File: src/hw/rtl/mafc_pkg.sv
// ----------------------------------------------------------------------------
// mafc_pkg
// shared constants and types of the moving average box filter
// ----------------------------------------------------------------------------
package mafc_pkg;

	// width of the window length register
	localparam int CFG_BITS = 6;

	// fractional bits of the average
	localparam int FRAC_BITS = 8;

	// depth of the queues on either side of the engine
	localparam int QUEUE_DEPTH = 2;

	// what the front makes of an incoming sample
	typedef enum logic [0:0] {
		OP_PUSH  = 1'b0,
		OP_FLUSH = 1'b1
	} op_kind_t;

	// engine sequencer
	typedef enum logic [5:0] {
		ST_IDLE   = 6'b000001,
		ST_SWEEP  = 6'b000010,
		ST_READ   = 6'b000100,
		ST_UPDATE = 6'b001000,
		ST_DIV    = 6'b010000,
		ST_OUT    = 6'b100000
	} eng_state_t;

endpackage

File: src/hw/rtl/moving_average_full_convolution.sv
// ----------------------------------------------------------------------------
// moving_average_full_convolution
// Box-filter moving average over a profile of signed samples, as a full
// convolution with a box of length k. Every sample pushed gives one result,
// round(sum of the last k samples * 256 / k), signed with 8 fractional bits;
// samples before the start of a profile count as zero. A sample with
// sample_last set gives k results, the last k-1 computed with zeros fed in,
// and only the final one has result_last set; the window is then emptied for
// the next profile. k is the window length register (0 acts as 1, values
// above MAX_WINDOW act as MAX_WINDOW); write it only while the block is idle.
// Almost all of the time for each result is spent in the one-bit-per-cycle
// divider, and a last sample goes through it once per result. The first
// transaction after a change of k first resums the window. No clearing
// pass is needed after reset.
// ----------------------------------------------------------------------------
module moving_average_full_convolution #(
	parameter int MAX_WINDOW  = 32,
	parameter int SAMPLE_BITS = 12
) (
	input  logic                          clk,
	input  logic                          arst_n,
	// window length register
	input  logic                          cfg_we,
	input  logic [mafc_pkg::CFG_BITS-1:0] cfg_wdata,
	// sample side
	input  logic                          push,
	output logic                          full,
	input  logic signed [SAMPLE_BITS-1:0] sample,
	input  logic                          sample_last,
	// result side
	output logic                          empty,
	input  logic                          pop,
	output logic signed [SAMPLE_BITS+mafc_pkg::FRAC_BITS-1:0] average,
	output logic                          result_last
);

	import mafc_pkg::*;

	localparam int K_W   = $clog2(MAX_WINDOW + 1);
	localparam int CMP_W = (K_W > CFG_BITS) ? K_W : CFG_BITS;
	localparam int OUT_W = SAMPLE_BITS + FRAC_BITS;
	localparam int IN_W  = SAMPLE_BITS + 1;
	localparam int RES_W = OUT_W + 1;

	logic [CFG_BITS-1:0]     window_length_q;
	logic [CMP_W-1:0]        wl_ext;
	logic [K_W-1:0]          k_eff;

	// front: classified samples
	op_kind_t                in_kind;
	logic [IN_W-1:0]         in_wdata;
	logic [IN_W-1:0]         in_rdata;
	logic                    in_empty;
	logic                    in_pop;

	// back: results waiting to be taken
	logic                    res_push;
	logic                    res_full;
	logic [OUT_W-1:0]        res_average;
	logic                    res_last;
	logic [RES_W-1:0]        res_wdata;
	logic [RES_W-1:0]        res_rdata;

	// window length register, reset to a single-sample window
	always_ff @(posedge clk or negedge arst_n) begin
		if (!arst_n) begin
			window_length_q <= CFG_BITS'(1);
		end else if (cfg_we) begin
			window_length_q <= cfg_wdata;
		end
	end

	// clamp to 1 .. MAX_WINDOW
	always_comb begin
		wl_ext = CMP_W'(window_length_q);
		if (wl_ext == '0) begin
			k_eff = K_W'(1);
		end else if (wl_ext > CMP_W'(MAX_WINDOW)) begin
			k_eff = K_W'(MAX_WINDOW);
		end else begin
			k_eff = wl_ext[K_W-1:0];
		end
	end

	// front: a last sample becomes a flush operation
	assign in_kind  = sample_last ? OP_FLUSH : OP_PUSH;
	assign in_wdata = {in_kind, sample};

	mafc_fifo #(
		.WIDTH (IN_W),
		.DEPTH (QUEUE_DEPTH)
	) u_front_q (
		.clk    (clk),
		.arst_n (arst_n),
		.push   (push),
		.wdata  (in_wdata),
		.full   (full),
		.pop    (in_pop),
		.rdata  (in_rdata),
		.empty  (in_empty)
	);

	// back: window, running sum and division
	mafc_engine #(
		.MAX_WINDOW  (MAX_WINDOW),
		.SAMPLE_BITS (SAMPLE_BITS)
	) u_engine (
		.clk         (clk),
		.arst_n      (arst_n),
		.k           (k_eff),
		.op_valid    (!in_empty),
		.op_kind     (op_kind_t'(in_rdata[SAMPLE_BITS])),
		.op_sample   (in_rdata[SAMPLE_BITS-1:0]),
		.op_pop      (in_pop),
		.res_full    (res_full),
		.res_push    (res_push),
		.res_average (res_average),
		.res_last    (res_last)
	);

	assign res_wdata = {res_last, res_average};

	// result queue decouples the engine from the consumer
	mafc_fifo #(
		.WIDTH (RES_W),
		.DEPTH (QUEUE_DEPTH)
	) u_result_q (
		.clk    (clk),
		.arst_n (arst_n),
		.push   (res_push),
		.wdata  (res_wdata),
		.full   (res_full),
		.pop    (pop),
		.rdata  (res_rdata),
		.empty  (empty)
	);

	assign average     = res_rdata[OUT_W-1:0];
	assign result_last = res_rdata[OUT_W];

endmodule

File: src/hw/rtl/mafc_fifo.sv
// ----------------------------------------------------------------------------
// mafc_fifo
// small register queue with push/full and pop/empty sides
// ----------------------------------------------------------------------------
module mafc_fifo #(
	parameter int WIDTH = 1,
	parameter int DEPTH = 2
) (
	input  logic             clk,
	input  logic             arst_n,
	input  logic             push,
	input  logic [WIDTH-1:0] wdata,
	output logic             full,
	input  logic             pop,
	output logic [WIDTH-1:0] rdata,
	output logic             empty
);

	localparam int PTR_W = (DEPTH > 1) ? $clog2(DEPTH) : 1;
	localparam int CNT_W = $clog2(DEPTH + 1);

	logic [WIDTH-1:0] entries_q [DEPTH];
	logic [PTR_W-1:0] wr_ptr_q;
	logic [PTR_W-1:0] rd_ptr_q;
	logic [CNT_W-1:0] count_q;
	logic             push_ok;
	logic             pop_ok;

	assign full    = (count_q == CNT_W'(DEPTH));
	assign empty   = (count_q == '0);
	assign push_ok = push && !full;
	assign pop_ok  = pop && !empty;
	assign rdata   = entries_q[rd_ptr_q];

	always_ff @(posedge clk) begin
		if (push_ok) begin
			entries_q[wr_ptr_q] <= wdata;
		end
	end

	always_ff @(posedge clk or negedge arst_n) begin
		if (!arst_n) begin
			wr_ptr_q <= '0;
			rd_ptr_q <= '0;
			count_q  <= '0;
		end else begin
			if (push_ok) begin
				wr_ptr_q <= (wr_ptr_q == PTR_W'(DEPTH - 1)) ? '0 : wr_ptr_q + 1'b1;
			end
			if (pop_ok) begin
				rd_ptr_q <= (rd_ptr_q == PTR_W'(DEPTH - 1)) ? '0 : rd_ptr_q + 1'b1;
			end
			if (push_ok && !pop_ok) begin
				count_q <= count_q + 1'b1;
			end else if (pop_ok && !push_ok) begin
				count_q <= count_q - 1'b1;
			end
		end
	end

endmodule

File: src/hw/rtl/mafc_div.sv
// ----------------------------------------------------------------------------
// mafc_div
// restoring unsigned divider, one quotient bit per cycle
// ----------------------------------------------------------------------------
module mafc_div #(
	parameter int DIVIDEND_W = 25,
	parameter int DIVISOR_W  = 6
) (
	input  logic                  clk,
	input  logic                  arst_n,
	input  logic                  start,
	input  logic [DIVIDEND_W-1:0] dividend,
	input  logic [DIVISOR_W-1:0]  divisor,
	output logic                  done,
	output logic [DIVIDEND_W-1:0] quotient
);

	localparam int CNT_W = $clog2(DIVIDEND_W + 1);

	logic [DIVISOR_W-1:0]  rem_q;
	logic [DIVIDEND_W-1:0] quo_q;
	logic [CNT_W-1:0]      cnt_q;
	logic                  busy_q;
	logic                  done_q;
	logic [DIVISOR_W:0]    trial;
	logic                  fits;
	logic [DIVISOR_W:0]    diff;

	// shift in the next dividend bit and try a subtraction
	always_comb begin
		trial = {rem_q, quo_q[DIVIDEND_W-1]};
		fits  = (trial >= {1'b0, divisor});
		diff  = trial - {1'b0, divisor};
	end

	always_ff @(posedge clk) begin
		if (start) begin
			rem_q <= '0;
			quo_q <= dividend;
		end else if (busy_q) begin
			rem_q <= fits ? diff[DIVISOR_W-1:0] : trial[DIVISOR_W-1:0];
			quo_q <= {quo_q[DIVIDEND_W-2:0], fits};
		end
	end

	always_ff @(posedge clk or negedge arst_n) begin
		if (!arst_n) begin
			cnt_q  <= '0;
			busy_q <= 1'b0;
			done_q <= 1'b0;
		end else begin
			done_q <= 1'b0;
			if (start) begin
				cnt_q  <= CNT_W'(DIVIDEND_W);
				busy_q <= 1'b1;
			end else if (busy_q) begin
				cnt_q <= cnt_q - 1'b1;
				if (cnt_q == CNT_W'(1)) begin
					busy_q <= 1'b0;
					done_q <= 1'b1;
				end
			end
		end
	end

	assign done     = done_q;
	assign quotient = quo_q;

endmodule

File: src/hw/rtl/mafc_engine.sv
// ----------------------------------------------------------------------------
// mafc_engine
// window store, running sum and rounded division for each result
// ----------------------------------------------------------------------------
module mafc_engine #(
	parameter int MAX_WINDOW  = 32,
	parameter int SAMPLE_BITS = 12
) (
	input  logic                               clk,
	input  logic                               arst_n,
	input  logic [$clog2(MAX_WINDOW+1)-1:0]    k,
	input  logic                               op_valid,
	input  mafc_pkg::op_kind_t                 op_kind,
	input  logic signed [SAMPLE_BITS-1:0]      op_sample,
	output logic                               op_pop,
	input  logic                               res_full,
	output logic                               res_push,
	output logic [SAMPLE_BITS+mafc_pkg::FRAC_BITS-1:0] res_average,
	output logic                               res_last
);

	import mafc_pkg::*;

	localparam int SLOT_W = $clog2(MAX_WINDOW);
	localparam int K_W    = $clog2(MAX_WINDOW + 1);
	localparam int SUM_W  = SAMPLE_BITS + $clog2(MAX_WINDOW);
	localparam int DIV_W  = SUM_W + FRAC_BITS;
	localparam int OUT_W  = SAMPLE_BITS + FRAC_BITS;

	eng_state_t                  state_q;
	logic signed [SAMPLE_BITS-1:0] mem [MAX_WINDOW];
	logic [MAX_WINDOW-1:0]       valid_q;
	logic signed [SAMPLE_BITS-1:0] rd_data_q;
	logic                        rd_valid_q;
	logic [SLOT_W-1:0]           rd_addr;
	logic [SLOT_W-1:0]           slot_q;
	logic signed [SUM_W-1:0]     sum_q;
	logic [K_W-1:0]              k_q;
	logic signed [SAMPLE_BITS-1:0] cur_sample_q;
	logic                        last_q;
	logic [K_W-1:0]              remaining_q;
	logic [SLOT_W-1:0]           sweep_addr_q;
	logic [K_W-1:0]              sweep_cnt_q;
	logic                        sweep_pend_q;
	logic signed [SUM_W-1:0]     acc_q;
	logic                        neg_q;
	logic [OUT_W-1:0]            avg_q;

	logic signed [SAMPLE_BITS-1:0] entry;
	logic signed [SUM_W-1:0]     sum_next;
	logic [SUM_W-1:0]            sum_mag;
	logic [DIV_W-1:0]            dividend;
	logic [K_W:0]                slot_ext;
	logic [K_W:0]                k_ext;
	logic [K_W:0]                ev_ext;
	logic [SLOT_W-1:0]           ev_addr;
	logic                        sweep_issue;
	logic                        div_start;
	logic                        div_done;
	logic [DIV_W-1:0]            div_quo;
	logic [DIV_W-1:0]            quo_signed;
	logic                        mem_we;

	function automatic logic [SLOT_W-1:0] slot_prev(input logic [SLOT_W-1:0] s);
		return (s == '0) ? SLOT_W'(MAX_WINDOW - 1) : s - 1'b1;
	endfunction

	function automatic logic [SLOT_W-1:0] slot_next(input logic [SLOT_W-1:0] s);
		return (s == SLOT_W'(MAX_WINDOW - 1)) ? '0 : s + 1'b1;
	endfunction

	always_comb begin
		entry    = rd_valid_q ? rd_data_q : '0;
		sum_next = sum_q + SUM_W'(cur_sample_q) - SUM_W'(entry);
		sum_mag  = sum_next[SUM_W-1] ? SUM_W'(-sum_next) : SUM_W'(sum_next);
		// round half away from zero: add k/2 before the division
		dividend = {sum_mag, {FRAC_BITS{1'b0}}} + DIV_W'(k >> 1);
		// oldest entry of the window, the one leaving it
		slot_ext = (K_W + 1)'(slot_q);
		k_ext    = (K_W + 1)'(k);
		ev_ext   = (slot_ext >= k_ext) ? slot_ext - k_ext
			: slot_ext + (K_W + 1)'(MAX_WINDOW) - k_ext;
		ev_addr  = ev_ext[SLOT_W-1:0];
		rd_addr  = (state_q == ST_SWEEP) ? sweep_addr_q : ev_addr;
		sweep_issue = (sweep_cnt_q != k);
		quo_signed  = neg_q ? (~div_quo + 1'b1) : div_quo;
	end

	assign div_start   = (state_q == ST_UPDATE);
	assign mem_we      = (state_q == ST_UPDATE);
	assign op_pop      = (state_q == ST_IDLE) && op_valid;
	assign res_push    = (state_q == ST_OUT) && !res_full;
	assign res_average = avg_q;
	assign res_last    = last_q && (remaining_q == '0);

	mafc_div #(
		.DIVIDEND_W (DIV_W),
		.DIVISOR_W  (K_W)
	) u_div (
		.clk      (clk),
		.arst_n   (arst_n),
		.start    (div_start),
		.dividend (dividend),
		.divisor  (k),
		.done     (div_done),
		.quotient (div_quo)
	);

	// window store, registered read
	always_ff @(posedge clk) begin
		if (mem_we) begin
			mem[slot_q] <= cur_sample_q;
		end
		rd_data_q  <= mem[rd_addr];
		rd_valid_q <= valid_q[rd_addr];
	end

	// datapath registers
	always_ff @(posedge clk) begin
		if (op_pop) begin
			cur_sample_q <= op_sample;
		end else if (res_push && (remaining_q != '0)) begin
			cur_sample_q <= '0;
		end
		if (state_q == ST_UPDATE) begin
			neg_q <= sum_next[SUM_W-1];
		end
		if (div_done) begin
			avg_q <= quo_signed[OUT_W-1:0];
		end
	end

	always_ff @(posedge clk or negedge arst_n) begin
		if (!arst_n) begin
			state_q      <= ST_IDLE;
			valid_q      <= '0;
			slot_q       <= '0;
			sum_q        <= '0;
			k_q          <= K_W'(1);
			last_q       <= 1'b0;
			remaining_q  <= '0;
			sweep_addr_q <= '0;
			sweep_cnt_q  <= '0;
			sweep_pend_q <= 1'b0;
			acc_q        <= '0;
		end else begin
			case (state_q)
				ST_IDLE: begin
					if (op_valid) begin
						last_q      <= (op_kind == OP_FLUSH);
						remaining_q <= (op_kind == OP_FLUSH) ? k - 1'b1 : '0;
						if (k != k_q) begin
							// window length changed: resum the newest k entries
							sweep_addr_q <= slot_prev(slot_q);
							sweep_cnt_q  <= '0;
							sweep_pend_q <= 1'b0;
							acc_q        <= '0;
							state_q      <= ST_SWEEP;
						end else begin
							state_q <= ST_READ;
						end
					end
				end
				ST_SWEEP: begin
					if (sweep_issue) begin
						sweep_addr_q <= slot_prev(sweep_addr_q);
						sweep_cnt_q  <= sweep_cnt_q + 1'b1;
					end
					sweep_pend_q <= sweep_issue;
					if (sweep_pend_q) begin
						acc_q <= acc_q + SUM_W'(entry);
					end
					if (!sweep_issue && !sweep_pend_q) begin
						sum_q   <= acc_q;
						k_q     <= k;
						state_q <= ST_READ;
					end
				end
				ST_READ: begin
					state_q <= ST_UPDATE;
				end
				ST_UPDATE: begin
					sum_q           <= sum_next;
					valid_q[slot_q] <= 1'b1;
					slot_q          <= slot_next(slot_q);
					state_q         <= ST_DIV;
				end
				ST_DIV: begin
					if (div_done) begin
						state_q <= ST_OUT;
					end
				end
				ST_OUT: begin
					if (!res_full) begin
						if (remaining_q != '0) begin
							remaining_q <= remaining_q - 1'b1;
							state_q     <= ST_READ;
						end else begin
							if (last_q) begin
								// end of profile: empty window
								valid_q <= '0;
								slot_q  <= '0;
								sum_q   <= '0;
							end
							state_q <= ST_IDLE;
						end
					end
				end
				default: begin
					state_q <= ST_IDLE;
				end
			endcase
		end
	end

`ifndef SYNTHESIS
	a_div_done_in_div: assert property (@(posedge clk) disable iff (!arst_n)
		div_done |-> (state_q == ST_DIV))
		else $error("divider finished outside the wait state");

	a_tail_only_on_flush: assert property (@(posedge clk) disable iff (!arst_n)
		(remaining_q != '0) |-> last_q)
		else $error("tail results pending without a last sample");

	a_flush_clears_window: assert property (@(posedge clk) disable iff (!arst_n)
		(res_push && last_q && (remaining_q == '0))
		|=> ((valid_q == '0) && (slot_q == '0) && (sum_q == '0)))
		else $error("window not cleared after the final result");

	a_k_in_range: assert property (@(posedge clk) disable iff (!arst_n)
		(state_q == ST_READ) |-> ((k_q == k) && (k != '0)
			&& ((K_W + 1)'(k) <= (K_W + 1)'(MAX_WINDOW))))
		else $error("running sum kept for a different window length");
`endif

endmodule
File: config.mk
export PLATFORM = sky130hd
export DESIGN_NAME = moving_average_full_convolution
export DESIGN_NICKNAME = d
export VERILOG_FILES = /design/src/hw/rtl/mafc_pkg.sv /design/src/hw/rtl/moving_average_full_convolution.sv /design/src/hw/rtl/mafc_fifo.sv /design/src/hw/rtl/mafc_div.sv /design/src/hw/rtl/mafc_engine.sv
export SDC_FILE = /design/constraint.sdc
export NUM_CORES = 1
export LEC_CHECK = 0
export BUFFER_PORTS_ARGS = -buffer_cell sky130_fd_sc_hd__buf_2
export CAP_MARGIN = 20
export CELL_PAD_IN_SITES_DETAIL_PLACEMENT = 1
export CELL_PAD_IN_SITES_GLOBAL_PLACEMENT = 2
export CORE_UTILIZATION = 47
export DETAILED_ROUTE_END_ITERATION = 10
export GPL_TIMING_DRIVEN = 0
export PLACE_DENSITY = 0.82
export SLEW_MARGIN = 5
export SYNTH_ARGS = -nofsm -noshare
export SYNTH_HDL_FRONTEND = slang
export SYNTH_SLANG_ARGS = --single-unit
File: constraint.sdc
create_clock -name clk -period 6.7 [get_ports clk]
set_input_delay 0.335 -clock clk [delete_from_list [all_inputs] [get_ports clk]]
set_output_delay 0.335 -clock clk [all_outputs]
set_load 0.01 [all_outputs]
==> impl_results.md, run 1 <==
- Chip width: 253 µm
- Post-synthesis async set-or-reset flop share: 18.9%
- GRT met1 Usage: 39.4%
- Hold depth: 3
- Starting density of the core: 47.8%
- Worst-path clk slew: approximately 0.060 ns
- Worst-skew pair later-pin latency: between 0.6 and 0.7 ns
- RePlAce Congestion: between 0.9 and 1
- Top post-synthesis cells by area: edfxtp_1 (52%), dfrtp_1 (10%), nand2_1 (7.0%), ha_1 (2.5%), nand3_1 (2.2%)
- Number of max-cap violations: 0
- Placement Setup Slack: 1.75 ns
- Routed Antenna Nets: 0
- Cts bufs inserted: 72
- Die span in y: 253 µm
- Crit path required time: 7.20 ns
- Crit Path Category: flip-flop to flip-flop
- GR Util met2: 43.7%
- Worst setup EP type: flip-flop
- Max frequency: just under 0.2 GHz
- Pre-Repair DR Iteration Count: 5
- Via count: between 20000 and 25000
- Postcts setup bufs: 0
- Final setup vio count: 0
- CTS tree: done
- Synthesized Nets: 2637
- Yosys warns: 0
- # H-tree levels: 3
- Final worst-path cycle share: 75.1%
- CTS Sinks: roughly 650
- Nets: 2828
- Netlist cell types: 92
- Cells after synthesis: 2534
- Residual DRC: 0
- Status: finished, final reports clean
- Clock Path Buffers: 3
- Vias in the first global route: 22000
- Worst Skew: 0.0209 ns
- Worst setup margin: between 1.5 and 2 ns
- PortBufs: 45
- Worst Hold Class: input port to flip-flop
- Number of synthesized register bits: 652
- Placed insts: between 3000 and 4000
- Cells on worst reg2reg path: 13
- Final Max Tran Viols: 0
- Post-route setup TNS: 0 ns
- CP Launch Type: flip-flop
- GRT Total Usage: ~28%
- Slew HR: a little under a third
- Final Hold Fails: 0
- Initial drt markers: 1768
- Worst-Margin Slew: 1.04 ns
- Largest net degree at the start of global routing: 75
- Vias per cell: 5.75
- Core ar.: 62100 µm²
- Min Tclk post-route: 5.03 ns
- Std cell rows: 91
- Seq/Total Area, Yosys: ~63%
- Primary FF master, synth: edfxtp_1
- Initial antenna violation count: 5
- GR Util met3: 5.45%
- Gr ovfl total: 0
- RSZ-0062 raised after global routing: no
- Post-DP HPWL: 63000 µm
- Data arrival, critical path: 5.53 ns
- Wire per inst: ~24 µm
- Cell area after synthesis: ~30000 µm²
- Layout cells sized above 1: 12.3%
- Routed WL: about 88000 µm
- Avg Cell Area, Syn: 11.7 µm²
- GRT Max-Usage Layer: met2
- First-pass GRT wire length: 133000 µm
- Top cell type by total area after synthesis: edfxtp_1
- Crit Path Max Fanout: 10
- Synth top area share: ~52%
- Die area: 64200 µm²
- Clock root cell: clkbuf_16
- I/O pins: 47
- Layout Cells excl Fill: 3623
- EDFF count, synth: slightly above 500
- Area delta synth->final: 16.1%
[cell type report]
class                   instances  area, µm²
plain buffers                 135        676
flip-flops and latches        652      18800
clock buffers                  90       1910
multi-input cells            1644       9860
clock inverters                44        551
diodes                          1       2.50
fillers                      6316      27600
well taps                     837       1050
repair buffers                117       1250
inverters                     103        392
[worst max-delay path, cell delays in order, from the launching register on]
cell      delay, ns
dfrtp_1        0.35
buf_2          0.18
nor2b_1        0.71
inv_1          0.27
ha_1           0.41
a21o_1         0.20
a21oi_1        0.19
xnor2_1        0.11
o21ai_2        0.47
clkbuf_1       0.62
a311oi_1       0.19
a311oi_1       0.82
a211oi_1       0.13
a31o_1         0.26
[cells in the mapped netlist, types with 63 or more instances]
cell type,instances
a311oi_1,65
nor2_1,160
xnor2_1,63
dfrtp_1,120
inv_1,100
edfxtp_1,510
nand3_1,131
nand2_1,552
o21ai_0,67
clkbuf_1,67
a21oi_1,63
and3_1,63
[cells by family after synthesis]
group	Yosys count	synth area share [%]
and+or+nand+nor	1024	15.2
AOI/OAI and AO/OA	394	9.40
buffers and inverters	238	3.60
DFF	652	63.3
adders and majority gates	79	3.81
muxes	53	1.93
xor gates and xnor gates	94	2.84
[cell usage in the layout, fill, tap and decap left out, types with 15 or more instances in the layout]
cell / instances
mux2_2: 30
ha_1: 60
and2_1: 24
fa_1: 19
dfrtp_1: 120
nand3_1: 131
xnor2_1: 63
clkbuf_16: 73
nand2_1: 552
xor2_1: 30
dfxtp_1: 19
buf_16: 19
nor2_1: 159
buf_4: 32
a31oi_1: 33
and3_1: 63
a211oi_1: 20
a311oi_1: 65
o21ai_0: 67
buf_6: 18
edfxtp_1: 510
a21oi_1: 63
inv_1: 100
nor3_1: 23
buf_2: 88
clkbuf_1: 82
o21ai_1: 15
mux2i_1: 22
dlygate4sd3_1: 20
[repair_timing]
item                                   4_1_cts  5_1_grt
endpoints found under the hold margin      105        0
hold buffers                                20        0
gates resized for setup                      0        0
[through the flow]
stage / hold slack (ns) / instance area (µm²) / utilization, %
floorplan: 0.0394 / 29700 / -
global placement: 0.423 / 31000 / 49.9
detailed placement: 0.434 / 31600 / 51.0
CTS: 0.0262 / 34300 / 55.3
global route: 0.0541 / 34500 / 55.5
finish: 0.0596 / 34500 / 55.5
[routing by layer]
layer	routed length (µm)	vias to the layer above
met3	6240	149
li1	-	9510
met4	2250	3
met2	40200	652
met1	39400	10500
met5	92	-
[path summary, 6_finish.rpt]
check                                              endpoint                startpoint  slack, ns
worst max-delay path                  u_engine.rd_data_q[8]        window_length_q[5]       1.67
worst min-delay path                     u_front_q.wr_ptr_q                      push       0.06
worst max register to register        u_engine.rd_data_q[8]        window_length_q[5]       1.67
worst min register to register  u_result_q.entries_q[0][11]  u_engine.res_average[11]       0.45
max in group asynchronous                   u_engine.k_q[0]                    arst_n       5.45
min in group asynchronous               u_result_q.wr_ptr_q                    arst_n       0.32
[state kept, by name (all words and copies together) (netlist names), 12 cells and up]
register                 flops
u_engine.mem               384
u_result_q.entries_q        42
u_engine.valid_q            32
u_front_q.entries_q         26
u_engine.u_div.quotient     25
u_engine.res_average        20
u_engine.acc_q              17
u_engine.sum_q              17
u_engine.cur_sample_q       12
u_engine.rd_data_q          12
Power of run 1 is not shown: default switching activity piles up to over one toggle a cycle in this logic, so the estimate is an artifact.
==> run 2: changes to the inputs <==
--- a/config.mk
+++ b/config.mk
@@ -9,10 +9,10 @@
 export CAP_MARGIN = 20
 export CELL_PAD_IN_SITES_DETAIL_PLACEMENT = 1
 export CELL_PAD_IN_SITES_GLOBAL_PLACEMENT = 2
-export CORE_UTILIZATION = 47
+export CORE_UTILIZATION = 44
 export DETAILED_ROUTE_END_ITERATION = 10
 export GPL_TIMING_DRIVEN = 0
-export PLACE_DENSITY = 0.82
+export PLACE_DENSITY = 0.77
 export SLEW_MARGIN = 5
 export SYNTH_ARGS = -nofsm -noshare
 export SYNTH_HDL_FRONTEND = slang
==> constraint.sdc (replaced) <==
create_clock -name clk -period 5.27 [get_ports clk]
set_input_delay 0.2635 -clock clk [delete_from_list [all_inputs] [get_ports clk]]
set_output_delay 0.2635 -clock clk [all_outputs]
set_load 0.01 [all_outputs]
==> run 2 against run 1 <==
  * Register-to-register slack got worse by 1.5 ns
  * Clock skew grew 0.013 ns
  * Via count shrank 0.42%
  * Flip-flop and latch count stayed put
  * Critical path depth up 2
  * Die area up 6.8%
  * Cell count grew 0.80%
  * First-iteration DRC count fell by 8.4%
==> impl_results.md, run 2 (synthesis gave the netlist of run 1 again) <==
- Die area: 68500 µm² (was 64200 µm²)
- Post-DP HPWL: 64000 µm (was 63000 µm)
- Worst-path clk slew: 0.06 ns (about the same)
- Worst Hold Class: input port to flip-flop (unchanged)
- CTS tree: done (unchanged)
- RePlAce Congestion: 0.891 (was 0.948)
- Slew HR: 28.2% (was 30.5%)
- Gr ovfl total: 0 (unchanged)
- Final Hold Fails: 0 (unchanged)
- I/O pins: 47 (unchanged)
- Clock root cell: clkbuf_16 (unchanged)
- Crit path max-delay family: compound AO/OA/AOI/OAI gates (unchanged)
- Core ar.: 66200 µm² (was 62100 µm²)
- RSZ-0062 raised after global routing: no (unchanged)
- Vias in the first global route: 21400 (was 22000)
- GR Util met2: 41.0% (was 43.7%)
- Reg with most FFs: u_engine.mem (unchanged)
- GR Util met3: 4.42% (was 5.45%)
- Final setup vio count: 0 (unchanged)
- Final core utilization: 52.3% (was 55.5%)
- CP startpoint: window_length_q[5] (unchanged)
- Vias per cell: 5.68 (was 5.75)
- GRT Max-Usage Layer: met2 (unchanged)
- Number of max-cap violations: 0 (unchanged)
- Largest register FFs: 384 (unchanged)
- GRT Total Usage: 26.3% (was 27.9%)
- Largest net degree at the start of global routing: 88 (was 75)
- CP peak stage delay: 0.81 ns (was 0.82 ns)
- Chip width: 262 µm (was 253 µm)
- Crit Path Category: flip-flop to flip-flop (unchanged)
- Status: finished, final reports clean (unchanged)
- Sequence of cells on the critical path: buf_2 > inv_1 > o21a_2 > ha_1 > inv_1 > fa_1 > a21o_1 > a21oi_1 > xnor2_1 > o21ai_2 > clkbuf_1 > a311oi_1 > a311oi_1 > a211oi_1 > a31o_1 (was buf_2 > nor2b_1 > inv_1 > ha_1 > a21o_1 > a21oi_1 > xnor2_1 > o21ai_2 > clkbuf_1 > a311oi_1 > a311oi_1 > a211oi_1 > a31o_1)
- CTS Sinks: 652 (unchanged)
- Via count: 20800 (about the same)
- Std cell rows: 94 (was 91)
- Die span in y: 262 µm (was 253 µm)
- Commonest non-fill, non-tap cell in the layout: nand2_1 (unchanged)
- Post-DP Area: 31700 µm² (was 31600 µm²)
- Placement Setup Slack: 0.269 ns (was 1.75 ns)
- # H-tree levels: 3 (unchanged)
- Worst setup margin: 0.127 ns (was 1.67 ns)
- Area delta synth->final: 16.7% (was 16.1%)
- Crit Path Max Fanout: 10 (unchanged)
- First-pass GRT wire length: 133000 µm (about the same)
- PortBufs: 45 (unchanged)
- Crit path buf inv count: 4 (was 3)
- Initial antenna violation count: 5 (unchanged)
- Residual DRC: 0 (unchanged)
- Wire per inst: 24.4 µm (was 24.3 µm)
- Routed Antenna Nets: 0 (unchanged)
- Cts bufs inserted: 72 (unchanged)
- Clock Path Buffers: 3 (unchanged)
- Routed WL: 88900 µm (was 88200 µm)
- Worst setup EP type: flip-flop (unchanged)
- Crit path required time: 5.77 ns (was 7.20 ns)
- Final worst-path cycle share: 97.6% (was 75.1%)
- Post-route setup TNS: 0 ns (unchanged)
- Layout cells sized above 1: 12.5% (was 12.3%)
- Nets: 2831 (was 2828)
- GRT met1 Usage: 37.9% (was 39.4%)
- CP Launch Type: flip-flop (unchanged)
- HP Start: cfg_we (was push)
- N_diodes: 0 (was 1)
- Data arrival, critical path: 5.64 ns (was 5.53 ns)
- Max frequency: 0.194 GHz (was 0.199 GHz)
- Post-CTS resize count: 0 (unchanged)
- Largest registers: u_engine.mem: 384 flops, u_result_q.entries_q: 42 flops, u_engine.valid_q: 32 flops (unchanged)
- Initial drt markers: 1620 (was 1768)
- RR Startpoint: window_length_q[5] (unchanged)
- Pre-Repair DR Iteration Count: 5 (unchanged)
- Worst Skew: 0.0344 ns (was 0.0209 ns)
- Worst-skew pair later-pin latency: 0.63 ns (was 0.62 ns)
- Slowest cell on crit path: a311oi_1 (unchanged)
- Min Tclk post-route: 5.14 ns (was 5.03 ns)
- Worst-Margin Slew: 1.08 ns (was 1.04 ns)
- Fin area: 34600 µm² (was 34500 µm²)
- Final Max Tran Viols: 0 (unchanged)
- Most frequent cells in the layout: nand2_1 (552), edfxtp_1 (510), nor2_1 (157) (was nand2_1 (552), edfxtp_1 (510), nor2_1 (159))
- Starting density of the core: 44.8% (was 47.8%)
## run 2: changes by cell type in the layout (fill, tap and decap cells not counted), moves of 3 or more
cell        before  now
clkinv_1        12    7
buf_6           18   24
inv_6            6    2
clkbuf_8         2   12
buf_4           32   26
clkinvlp_4       6    2
clkbuf_16       73   76
## run 2: timing repair
item / 4_1_cts / 5_1_grt
setup buffers: 0 / 0
hold buffers: 22 / 0
hold endpoints to repair: 70 / 0
## run 2: metrics by stage
stage	std cells	hold WS, ns
global route	3652	0.0666
finish	3652	0.0296
detailed placement	3477	0.246
floorplan	2534	-0.0321
CTS	3633	0.0168
global placement	3443	0.423
## run 2: path summary, 6_finish.rpt
kind / cells after the start / end / slack (ns)
min: 3 / window_length_q[5] / 0.03
max in group asynchronous: 3 / window_length_q[0] / 4.22
min reg2reg: 0 / u_result_q.entries_q[0][2] / 0.45
max: 15 / u_engine.rd_data_q[9] / 0.13
min in group asynchronous: 2 / u_engine.sum_q[16] / 0.17
max reg2reg: 15 / u_engine.rd_data_q[9] / 0.13
## run 2: final cells by class
| type | instances | area, µm² |
|---|---|---|
| Tap cell | 864 | 1080 |
| Sequential cell | 652 | 18800 |
| Fill cell | 6834 | 31600 |
| Timing Repair Buffer | 120 | 1300 |
| Clock buffer | 105 | 2130 |
| Multi-Input combinational cell | 1644 | 9860 |
| Clock inverter | 29 | 424 |
| Buffer | 135 | 676 |
| Inverter | 103 | 392 |
## run 2: metal layers
metal	part of all wire (%)	wire (µm)	up-vias
met4	2.5	2210	2
met5	0.015	13	-
met1	46	40900	10500
met2	46	40500	592
li1	-	-	9499
met3	6.0	5380	138
## run 2: tightest hold or removal path, cell delays in order
cell and delay (ns):
clkbuf_1 0.17, nand2_1 0.09, o21ai_0 0.06
Power of run 2 is left out for the same reason.
